[src/hw/rtl/lkpc_pkg.sv]
// ----------------------------------------------------------------------------
// lkpc_pkg
// Shared types, constants and the key name table of the ladder keypad
// press classifier.
// ----------------------------------------------------------------------------
package lkpc_pkg;

    localparam int RD_W      = 12;
    localparam int STEP_W    = 10;
    localparam int SHORT_W   = 8;
    localparam int LONG_W    = 10;
    localparam int KEY_W     = 4;
    localparam int NAME_W    = 3;
    localparam int KIND_W    = 2;
    localparam int QUOT_W    = 3;
    localparam int CFG_IDX_W = 3;
    localparam int CFG_DAT_W = 10;

    localparam logic [QUOT_W-1:0] QUOT_NONE = 3'd4;

    localparam logic [CFG_IDX_W-1:0] CFG_ENABLE = 3'd0;
    localparam logic [CFG_IDX_W-1:0] CFG_STEP   = 3'd1;
    localparam logic [CFG_IDX_W-1:0] CFG_SHORT  = 3'd2;
    localparam logic [CFG_IDX_W-1:0] CFG_LONG   = 3'd3;

    localparam logic [KIND_W-1:0] KIND_RELEASE = 2'd0;
    localparam logic [KIND_W-1:0] KIND_SHORT   = 2'd1;
    localparam logic [KIND_W-1:0] KIND_LONG    = 2'd2;

    localparam logic               RST_ENABLE = 1'b1;
    localparam logic [STEP_W-1:0]  RST_STEP   = 10'd930;
    localparam logic [SHORT_W-1:0] RST_SHORT  = 8'd4;
    localparam logic [LONG_W-1:0]  RST_LONG   = 10'd160;

    localparam logic [NAME_W-1:0] KEY_MAP [8] = '{
        3'd5, 3'd0, 3'd1, 3'd4, 3'd6, 3'd2, 3'd3, 3'd7
    };

    typedef struct packed {
        logic [NAME_W-1:0] key_name;
        logic [KIND_W-1:0] press_kind;
        logic              last_event;
    } t_event;

    typedef struct packed {
        logic            start;
        logic [RD_W-1:0] dividend;
    } t_div_ctrl;

    typedef struct packed {
        logic              done;
        logic [QUOT_W-1:0] quot;
    } t_div_status;

    function automatic logic [NAME_W-1:0] key_name_of(input logic [KEY_W-1:0] key);
        logic [2:0] idx;
        idx = key[2:0] - 3'd1;
        return KEY_MAP[idx];
    endfunction

endpackage

[src/hw/rtl/lkpc_div.sv]
// ----------------------------------------------------------------------------
// lkpc_div
// Shared subtract and compare unit: quotient of a reading by the ladder
// step, saturating at four.
// ----------------------------------------------------------------------------
module lkpc_div (
    input  logic                         i_clk,
    input  logic                         i_rst_n,
    input  lkpc_pkg::t_div_ctrl          i_ctrl,
    input  logic [lkpc_pkg::STEP_W-1:0]  i_divisor,
    output lkpc_pkg::t_div_status        o_status
);

    logic                         r_busy;
    logic [lkpc_pkg::RD_W-1:0]    r_rem;
    logic [lkpc_pkg::QUOT_W-1:0]  r_q;
    logic [lkpc_pkg::RD_W-1:0]    divisor_ext;
    logic                         sub_ok;

    assign divisor_ext = {{(lkpc_pkg::RD_W - lkpc_pkg::STEP_W){1'b0}}, i_divisor};
    assign sub_ok      = (r_rem >= divisor_ext) && (r_q != lkpc_pkg::QUOT_NONE);

    assign o_status.done = r_busy && !sub_ok;
    assign o_status.quot = r_q;

    always_ff @(posedge i_clk) begin
        if (!i_rst_n) begin
            r_busy <= 1'b0;
        end else if (i_ctrl.start) begin
            r_busy <= 1'b1;
        end else if (r_busy && !sub_ok) begin
            r_busy <= 1'b0;
        end
    end

    always_ff @(posedge i_clk) begin
        if (i_ctrl.start) begin
            r_rem <= i_ctrl.dividend;
            r_q   <= '0;
        end else if (r_busy && sub_ok) begin
            r_rem <= r_rem - divisor_ext;
            r_q   <= r_q + 3'd1;
        end
    end

    a_start_busy: assert property (@(posedge i_clk) disable iff (!i_rst_n)
        i_ctrl.start |=> r_busy)
        else $error("divider not busy after start");

    a_quot_range: assert property (@(posedge i_clk) disable iff (!i_rst_n)
        r_busy |-> (r_q <= lkpc_pkg::QUOT_NONE))
        else $error("divider quotient out of range");

endmodule

[src/hw/rtl/ladder_keypad_press_classifier_top.sv]
// ----------------------------------------------------------------------------
// ladder_keypad_press_classifier_top
// Decodes one key from two resistor ladders and emits short, long and
// release events with remapped key names.
// ----------------------------------------------------------------------------
// Flow: the shared divider works on ladder B first, then on ladder A when B shows no key;
// the held-key state and the events of the item are set in S_UPDATE. A new item is not
// taken until the previous one is through and its events have moved to the output.
// Up to two events per item leave one per cycle while the output is not stalled; output
// stalls hold them, and with them the next item.
// Reset: synchronous, active low; config registers return to defaults, no key held.
// ----------------------------------------------------------------------------
module ladder_keypad_press_classifier_top (
    input  logic                            i_clk,
    input  logic                            i_rst_n,
    input  logic                            i_in_valid,
    output logic                            o_in_stall,
    input  logic [lkpc_pkg::RD_W-1:0]       i_reading_a,
    input  logic [lkpc_pkg::RD_W-1:0]       i_reading_b,
    output logic                            o_out_valid,
    input  logic                            i_out_stall,
    output logic [lkpc_pkg::NAME_W-1:0]     o_key_name,
    output logic [lkpc_pkg::KIND_W-1:0]     o_press_kind,
    output logic                            o_last_event,
    input  logic                            i_cfg_valid,
    output logic                            o_cfg_ready,
    input  logic [lkpc_pkg::CFG_IDX_W-1:0]  i_cfg_index,
    input  logic [lkpc_pkg::CFG_DAT_W-1:0]  i_cfg_data
);

    typedef enum logic [3:0] {
        S_IDLE   = 4'b0001,
        S_DIV_B  = 4'b0010,
        S_DIV_A  = 4'b0100,
        S_UPDATE = 4'b1000
    } t_state;

    t_state                         r_state;
    logic                           r_enable;
    logic [lkpc_pkg::STEP_W-1:0]    r_step;
    logic [lkpc_pkg::SHORT_W-1:0]   r_short;
    logic [lkpc_pkg::LONG_W-1:0]    r_long_ticks;
    logic [lkpc_pkg::RD_W-1:0]      r_ra;
    logic [lkpc_pkg::KEY_W-1:0]     r_key;
    logic [lkpc_pkg::KEY_W-1:0]     r_held;
    logic [lkpc_pkg::LONG_W-1:0]    r_hold;
    logic                           r_long_rep;
    lkpc_pkg::t_event               r_ev0;
    lkpc_pkg::t_event               r_ev1;
    logic [1:0]                     r_pend_cnt;
    lkpc_pkg::t_event               r_out;
    logic                           r_out_valid;

    lkpc_pkg::t_div_ctrl            div_ctrl;
    lkpc_pkg::t_div_status          div_status;
    logic                           in_acc;
    logic                           quot_hit;
    logic                           move;

    logic [lkpc_pkg::LONG_W-1:0]    lt;
    logic                           finish;
    logic [lkpc_pkg::NAME_W-1:0]    fin_name;
    lkpc_pkg::t_event               ev_a;
    lkpc_pkg::t_event               ev_b;
    logic [1:0]                     ev_cnt;
    logic [lkpc_pkg::KEY_W-1:0]     n_held;
    logic [lkpc_pkg::LONG_W-1:0]    n_hold;
    logic                           n_long_rep;

    assign o_cfg_ready = 1'b1;
    assign o_in_stall  = !((r_state == S_IDLE) && (r_pend_cnt == 2'd0));
    assign in_acc      = i_in_valid && !o_in_stall;
    assign quot_hit    = div_status.quot != lkpc_pkg::QUOT_NONE;
    assign move        = (r_pend_cnt != 2'd0) && (!r_out_valid || !i_out_stall);

    assign o_out_valid  = r_out_valid;
    assign o_key_name   = r_out.key_name;
    assign o_press_kind = r_out.press_kind;
    assign o_last_event = r_out.last_event;

    always_comb begin
        div_ctrl.start    = 1'b0;
        div_ctrl.dividend = r_ra;
        if (in_acc) begin
            div_ctrl.start    = 1'b1;
            div_ctrl.dividend = i_reading_b;
        end else if ((r_state == S_DIV_B) && div_status.done && !quot_hit) begin
            div_ctrl.start    = 1'b1;
        end
    end

    lkpc_div u_div (
        .i_clk     (i_clk),
        .i_rst_n   (i_rst_n),
        .i_ctrl    (div_ctrl),
        .i_divisor (r_step),
        .o_status  (div_status)
    );

    always_ff @(posedge i_clk) begin
        if (!i_rst_n) begin
            r_enable     <= lkpc_pkg::RST_ENABLE;
            r_step       <= lkpc_pkg::RST_STEP;
            r_short      <= lkpc_pkg::RST_SHORT;
            r_long_ticks <= lkpc_pkg::RST_LONG;
        end else if (i_cfg_valid && o_cfg_ready) begin
            unique case (i_cfg_index)
                lkpc_pkg::CFG_ENABLE: r_enable     <= i_cfg_data[0];
                lkpc_pkg::CFG_STEP:   r_step       <= i_cfg_data;
                lkpc_pkg::CFG_SHORT:  r_short      <= i_cfg_data[lkpc_pkg::SHORT_W-1:0];
                lkpc_pkg::CFG_LONG:   r_long_ticks <= i_cfg_data;
                default: ;
            endcase
        end
    end

    always_comb begin
        lt         = (r_long_ticks == '0) ? 10'd1 : r_long_ticks;
        finish     = (r_held != '0) && (r_held != r_key);
        fin_name   = lkpc_pkg::key_name_of(r_held);
        ev_a       = '0;
        ev_b       = '0;
        ev_cnt     = 2'd0;
        n_held     = r_held;
        n_hold     = r_hold;
        n_long_rep = r_long_rep;
        if (finish) begin
            n_long_rep = 1'b0;
            if (r_long_rep) begin
                ev_a   = '{fin_name, lkpc_pkg::KIND_RELEASE, 1'b1};
                ev_cnt = 2'd1;
            end else if (r_hold > {2'b00, r_short}) begin
                ev_a   = '{fin_name, lkpc_pkg::KIND_SHORT, 1'b0};
                ev_b   = '{fin_name, lkpc_pkg::KIND_RELEASE, 1'b1};
                ev_cnt = 2'd2;
            end
        end
        if (r_key == '0) begin
            n_hold = '0;
            n_held = '0;
        end else if (r_held != r_key) begin
            n_hold = 10'd1;
            n_held = r_key;
        end else if (r_hold < lt) begin
            n_hold = r_hold + 10'd1;
        end else if (!r_long_rep) begin
            ev_a       = '{fin_name, lkpc_pkg::KIND_LONG, 1'b1};
            ev_cnt     = 2'd1;
            n_long_rep = 1'b1;
        end
    end

    always_ff @(posedge i_clk) begin
        if (!i_rst_n) begin
            r_state    <= S_IDLE;
            r_held     <= '0;
            r_hold     <= '0;
            r_long_rep <= 1'b0;
        end else begin
            unique case (r_state)
                S_IDLE: begin
                    if (in_acc) begin
                        r_state <= S_DIV_B;
                    end
                end
                S_DIV_B: begin
                    if (div_status.done) begin
                        r_state <= quot_hit ? S_UPDATE : S_DIV_A;
                    end
                end
                S_DIV_A: begin
                    if (div_status.done) begin
                        r_state <= S_UPDATE;
                    end
                end
                S_UPDATE: begin
                    r_state    <= S_IDLE;
                    r_held     <= n_held;
                    r_hold     <= n_hold;
                    r_long_rep <= n_long_rep;
                end
                default: r_state <= S_IDLE;
            endcase
        end
    end

    always_ff @(posedge i_clk) begin
        if (in_acc) begin
            r_ra <= i_reading_a;
        end
        if ((r_state == S_DIV_B) && div_status.done && quot_hit) begin
            r_key <= {1'b0, div_status.quot} + 4'd5;
        end else if ((r_state == S_DIV_A) && div_status.done) begin
            r_key <= quot_hit ? ({1'b0, div_status.quot} + 4'd1) : '0;
        end
    end

    always_ff @(posedge i_clk) begin
        if (!i_rst_n) begin
            r_pend_cnt  <= 2'd0;
            r_out_valid <= 1'b0;
        end else begin
            if ((r_state == S_UPDATE) && r_enable) begin
                r_pend_cnt <= ev_cnt;
            end else if (move) begin
                r_pend_cnt <= r_pend_cnt - 2'd1;
            end
            if (move) begin
                r_out_valid <= 1'b1;
            end else if (!i_out_stall) begin
                r_out_valid <= 1'b0;
            end
        end
    end

    always_ff @(posedge i_clk) begin
        if (r_state == S_UPDATE) begin
            r_ev0 <= ev_a;
            r_ev1 <= ev_b;
        end else if (move) begin
            r_ev0 <= r_ev1;
        end
        if (move) begin
            r_out <= r_ev0;
        end
    end

    a_accept_div: assert property (@(posedge i_clk) disable iff (!i_rst_n)
        in_acc |=> (r_state == S_DIV_B))
        else $error("accepted item did not start ladder B division");

    a_pend_idle: assert property (@(posedge i_clk) disable iff (!i_rst_n)
        (r_state != S_IDLE) |-> (r_pend_cnt == 2'd0))
        else $error("events pending while an item is in work");

    a_long_held: assert property (@(posedge i_clk) disable iff (!i_rst_n)
        r_long_rep |-> (r_held != '0))
        else $error("long press flag without a held key");

    a_pend_max: assert property (@(posedge i_clk) disable iff (!i_rst_n)
        r_pend_cnt != 2'd3)
        else $error("more than two pending events");

endmodule

[config.mk]
export PLATFORM = sky130hd
export DESIGN_NAME = ladder_keypad_press_classifier_top
export DESIGN_NICKNAME = d
export VERILOG_FILES = /design/src/hw/rtl/lkpc_pkg.sv /design/src/hw/rtl/lkpc_div.sv /design/src/hw/rtl/ladder_keypad_press_classifier_top.sv
export SDC_FILE = /design/constraint.sdc
export NUM_CORES = 1
export LEC_CHECK = 0
export BUFFER_PORTS_ARGS = -buffer_cell sky130_fd_sc_hd__buf_2
export CORE_MARGIN = 3
export CORE_UTILIZATION = 28
export CTS_CLUSTER_SIZE = 12
export DETAILED_ROUTE_END_ITERATION = 8
export HOLD_SLACK_MARGIN = 0.08
export PLACE_DENSITY = 0.44
export SLEW_MARGIN = 20
export SYNTH_ARGS = -nofsm -noshare
export SYNTH_HDL_FRONTEND = slang
export SYNTH_SLANG_ARGS = --single-unit
[constraint.sdc]
create_clock -name i_clk -period 5.5 [get_ports i_clk]
set_clock_uncertainty 0.05 [all_clocks]
set_input_delay 0.275 -clock i_clk [delete_from_list [all_inputs] [get_ports i_clk]]
set_output_delay 0.275 -clock i_clk [all_outputs]
set_load 0.05 [all_outputs]
==> results.py <==
metrics = {
    "logic_synthesis": {
        "synth_top_family_by_area": "simple AND/OR/NAND/NOR gates",
        "synth_xor_area_share_pct": 2.868,
        "synthCells": 555,
        "synth-seq-cells": 99,
        "synthAdderAreaFrac_pct": 8.098,
        "async_flop_share_pct": 0,
        "syn_avg_cell_area_um2": 9.354,
        "synth_edf_count": 44,
        "yosysWarnings": 0,
        "synth_cell_types": 65,
        "syn-num-nets": 630,
        "synth_seq_area_share_pct": 46.66,
        "synth-main-ff-cell": "dfxtp_1",
        "netlist_area_um2": 5191,
        "synthSimpleGateAreaFrac_pct": 18.61,
        "synth_mux_area_share_pct": 0.9882,
        "synth_compound_area_share_pct": 17.79,
    },
    "timing": {
        "setup-tns-final_ns": 0,
        "fmax_mhz": 316.1,
        "hold_viol_final": 0,
        "worst_pin_slew_ns": 0.9875,
        "rsz0062_at_grt": "false",
        "relSlewSlack_pct": 34.17,
        "period_share_pct": 57.52,
        "fin_crit_ns": 3.163,
        "setup-violations-final": 0,
        "finalMaxSlewViolations": 0,
    },
    "clocking": {
        "clock-sinks": 99,
        "path_clk_slew_ns": 0.07,
        "worstSkewPairLatency_ns": 0.35,
        "cts_tree": "built",
        "clock-root-buffer": "clkbuf_16",
        "cts_made_buffers": 9,
        "htreeDepth": 3,
        "clockBufferDepth": 2,
    },
    "placed_design": {
        "dp_hpwl_um": 8634,
        "port_buffers": 49,
        "dpl-instance-area_um2": 5645,
        "gp_congestion": 0.8229,
    },
    "run_status": {
        "outcome": "complete, no violations",
    },
    "die": {
        "coreArea_um2": 18090,
        "start_util_pct": 28.70,
        "pin_count": 51,
        "die_y_um": 142.2,
        "die_area_um2": 20210,
        "fp.dieW_um": 142.2,
        "fp-row-count": 49,
    },
    "hold_path": {
        "hold_class": "primary input to flip-flop",
        "hold_depth": 3,
        "hold_end": "r_short[2]$_SDFFE_PN1P_",
        "hold_start": "i_cfg_data[2]",
    },
    "grt": {
        "grt_pass1_vias": 3862,
        "antenna_found_initial": 0,
        "grt_first_pass_wirelength_um": 19200,
        "overflow": 0,
        "grt_usage_pct": 11.80,
        "grt_max_degree": 47,
    },
    "worst_setup_path": {
        "cp-startpoint": "r_pend_cnt[0]$_SDFFE_PN0P_",
        "crit_arrival_ns": 3.35,
        "reg2reg_slack_ns": 2.34,
        "cp_max_fo": 21,
        "reg2regPathDepth": 9,
        "crit_required_ns": 5.69,
        "endpoint_kind": "flip-flop",
        "worstSetupPathType": "flip-flop to flip-flop",
        "worstReg2RegStart": "r_pend_cnt[0]$_SDFFE_PN0P_",
        "worstReg2RegEnd": "u_div.r_busy$_SDFFE_PN0P_",
        "worstSetupStartpointType": "flip-flop",
    },
    "pwr": {
        "ir_drop_v": 0.0002309,
        "internal_power_mw": 1.558,
        "p_switching_uw": 854.7,
        "p_leak_nw": 2.392,
        "combPwrFrac_pct": 33.4,
        "cellPowerDensity_nw_per_um2": 399.2,
        "power_frac_seq_pct": 41.9,
        "power.share.clock_pct": 24.7,
        "swShare_pct": 35.43,
    },
    "finish": {
        "fin_nets": 685,
        "drive_gt1_share_pct": 13.01,
        "area_growth_pct": 16.41,
        "diodes": 0,
        "fin_area_um2": 6043,
    },
    "routing": {
        "drt-total-wl_um": 11530,
        "wl_per_cell_um": 13.66,
        "drtIter0Drc": 240,
        "vias_per_cell": 4.693,
        "vias": 3961,
        "postRouteAntennaNets": 0,
        "drc": 0,
        "firstDrtPassIters": 4,
    },
    "flow_run": {
        "maxCapViolCount": 0,
    },
}
==> per-layer routing <==
layer	track usage, %	up-vias	wire [µm]
met2	19.18	66	5393
li1	-	2064	-
met1	15.36	1825	5670
met5	0	-	0
met4	4.192	0	92
met3	2.823	6	368
==> Yosys cell counts (6+ instances only) <==
| master | number | share of area, % |
|---|---|---|
| xor2_1 | 9 | 1.5 |
| and2_1 | 7 | 0.84 |
| a21boi_0 | 27 | 3.9 |
| nor4_1 | 6 | 0.72 |
| nor2_1 | 42 | 3.0 |
| o211ai_1 | 10 | 1.4 |
| clkbuf_1 | 15 | 1.1 |
| nor2b_1 | 6 | 0.72 |
| edfxtp_1 | 44 | 25 |
| o21ai_0 | 18 | 1.7 |
| o31ai_1 | 7 | 1.0 |
| nand3_1 | 8 | 0.77 |
| a21oi_1 | 35 | 3.4 |
| dfxtp_1 | 55 | 21 |
| nand2_1 | 88 | 6.4 |
| ha_1 | 32 | 7.7 |
| nand4_1 | 7 | 0.84 |
| inv_1 | 45 | 3.3 |
| xnor2_1 | 8 | 1.3 |
==> state kept, by name (all words and copies together) (netlist names), 4 cells and up <==
| signal | flops |
|---|---|
| r_ev0 | 6 |
| r_ev1 | 4 |
| r_held | 4 |
| r_hold | 10 |
| r_key | 4 |
| r_long_ticks | 10 |
| r_ra | 12 |
| r_short | 8 |
| r_state | 4 |
| r_step | 10 |
| u_div.r_rem | 12 |
==> timing repair <==
item,CTS,global route
gates resized for setup,0,0
hold endpoints to repair,12,0
setup buffers,0,0
hold buffers,12,0
==> how the worst max path moves through the flow <==
stage | endpoint
floorplan | u_div.r_rem[0]$_DFFE_PP_
global placement | u_div.r_busy$_SDFFE_PN0P_
detailed placement | u_div.r_busy$_SDFFE_PN0P_
CTS | u_div.r_busy$_SDFFE_PN0P_
global route | u_div.r_busy$_SDFFE_PN0P_
finish | u_div.r_busy$_SDFFE_PN0P_
==> logic make-up (layout without fill, tap and decap cells) <==
kind of cell | count (synthesis) | count (layout)
AO/OA/AOI/OAI | 138 | 138
flip-flops | 99 | 99
XOR/XNOR | 17 | 17
buffers and inverters | 64 | 124
adder cells (fa/ha/maj) | 33 | 33
AND/OR/NAND/NOR | 198 | 198
other | 1 | 1
multiplexers | 5 | 5
==> power groups by stage <==
| stage | registers [mW] | logic (mW) | clock network [mW] |
|---|---|---|---|
| floorplan | 1.09 | 0.543 | 0 |
| global placement | 1.02 | 0.794 | 0 |
| detailed placement | 1.03 | 0.800 | 0 |
| CTS | 1.01 | 0.812 | 0.625 |
| global route | 1.02 | 0.914 | 0.648 |
| finish | 1.01 | 0.807 | 0.595 |
==> cell type report <==
cell class	instances	area (µm²)
Clock buffer	9	225.2
Multi-Input combinational cell	392	2514
Sequential cell	99	2422
Inverter	47	177.7
Clock inverter	7	52.55
Fill cell	1843	12040
Timing Repair Buffer	61	365.4
Tap cell	229	286.5
==> worst max-delay path, cell delays in order (launching register included) <==
cell	delay [ns]
dfxtp_1	0.35
inv_1	0.05
ha_1	0.22
nand4b_1	0.12
inv_1	0.05
nand2_1	0.50
clkinv_1	0.71
nor2_1	0.35
nand2_1	0.36
and2_1	0.29
==> cells in the final DEF, fill, tap and decap left out, types with 4 or more instances in the layout <==
| cell type | n |
|---|---|
| and2_1 | 7 |
| inv_1 | 45 |
| buf_2 | 49 |
| nand3_1 | 8 |
| nor4_1 | 6 |
| o31ai_1 | 7 |
| a21o_1 | 5 |
| nor2_1 | 42 |
| a211oi_1 | 4 |
| mux2i_1 | 4 |
| nand2_1 | 88 |
| nor3_1 | 4 |
| o211ai_1 | 10 |
| edfxtp_1 | 44 |
| clkbuf_16 | 9 |
| a31oi_1 | 5 |
| o21ai_0 | 18 |
| a21boi_0 | 27 |
| dfxtp_1 | 55 |
| nand4_1 | 7 |
| xnor2_1 | 8 |
| xor2_1 | 9 |
| nand2b_1 | 4 |
| dlygate4sd3_1 | 12 |
| ha_1 | 32 |
| nor2b_1 | 6 |
| a21oi_1 | 35 |
==> per-stage QoR <==
stage / setup slack, ns / total power, mW / cells / util, % / hold slack (ns)
floorplan: 2.968 / 1.632 / 555 / - / 0.3239
global placement: 2.342 / 1.819 / 816 / 31.21 / 0.3558
detailed placement: 2.265 / 1.828 / 816 / 31.21 / 0.3584
CTS: 2.249 / 2.449 / 844 / 33.41 / 0.1288
global route: 1.930 / 2.587 / 844 / 33.41 / 0.1429
finish: 2.337 / 2.413 / 844 / 33.41 / 0.1497
Power figures use the tool's default switching activity.
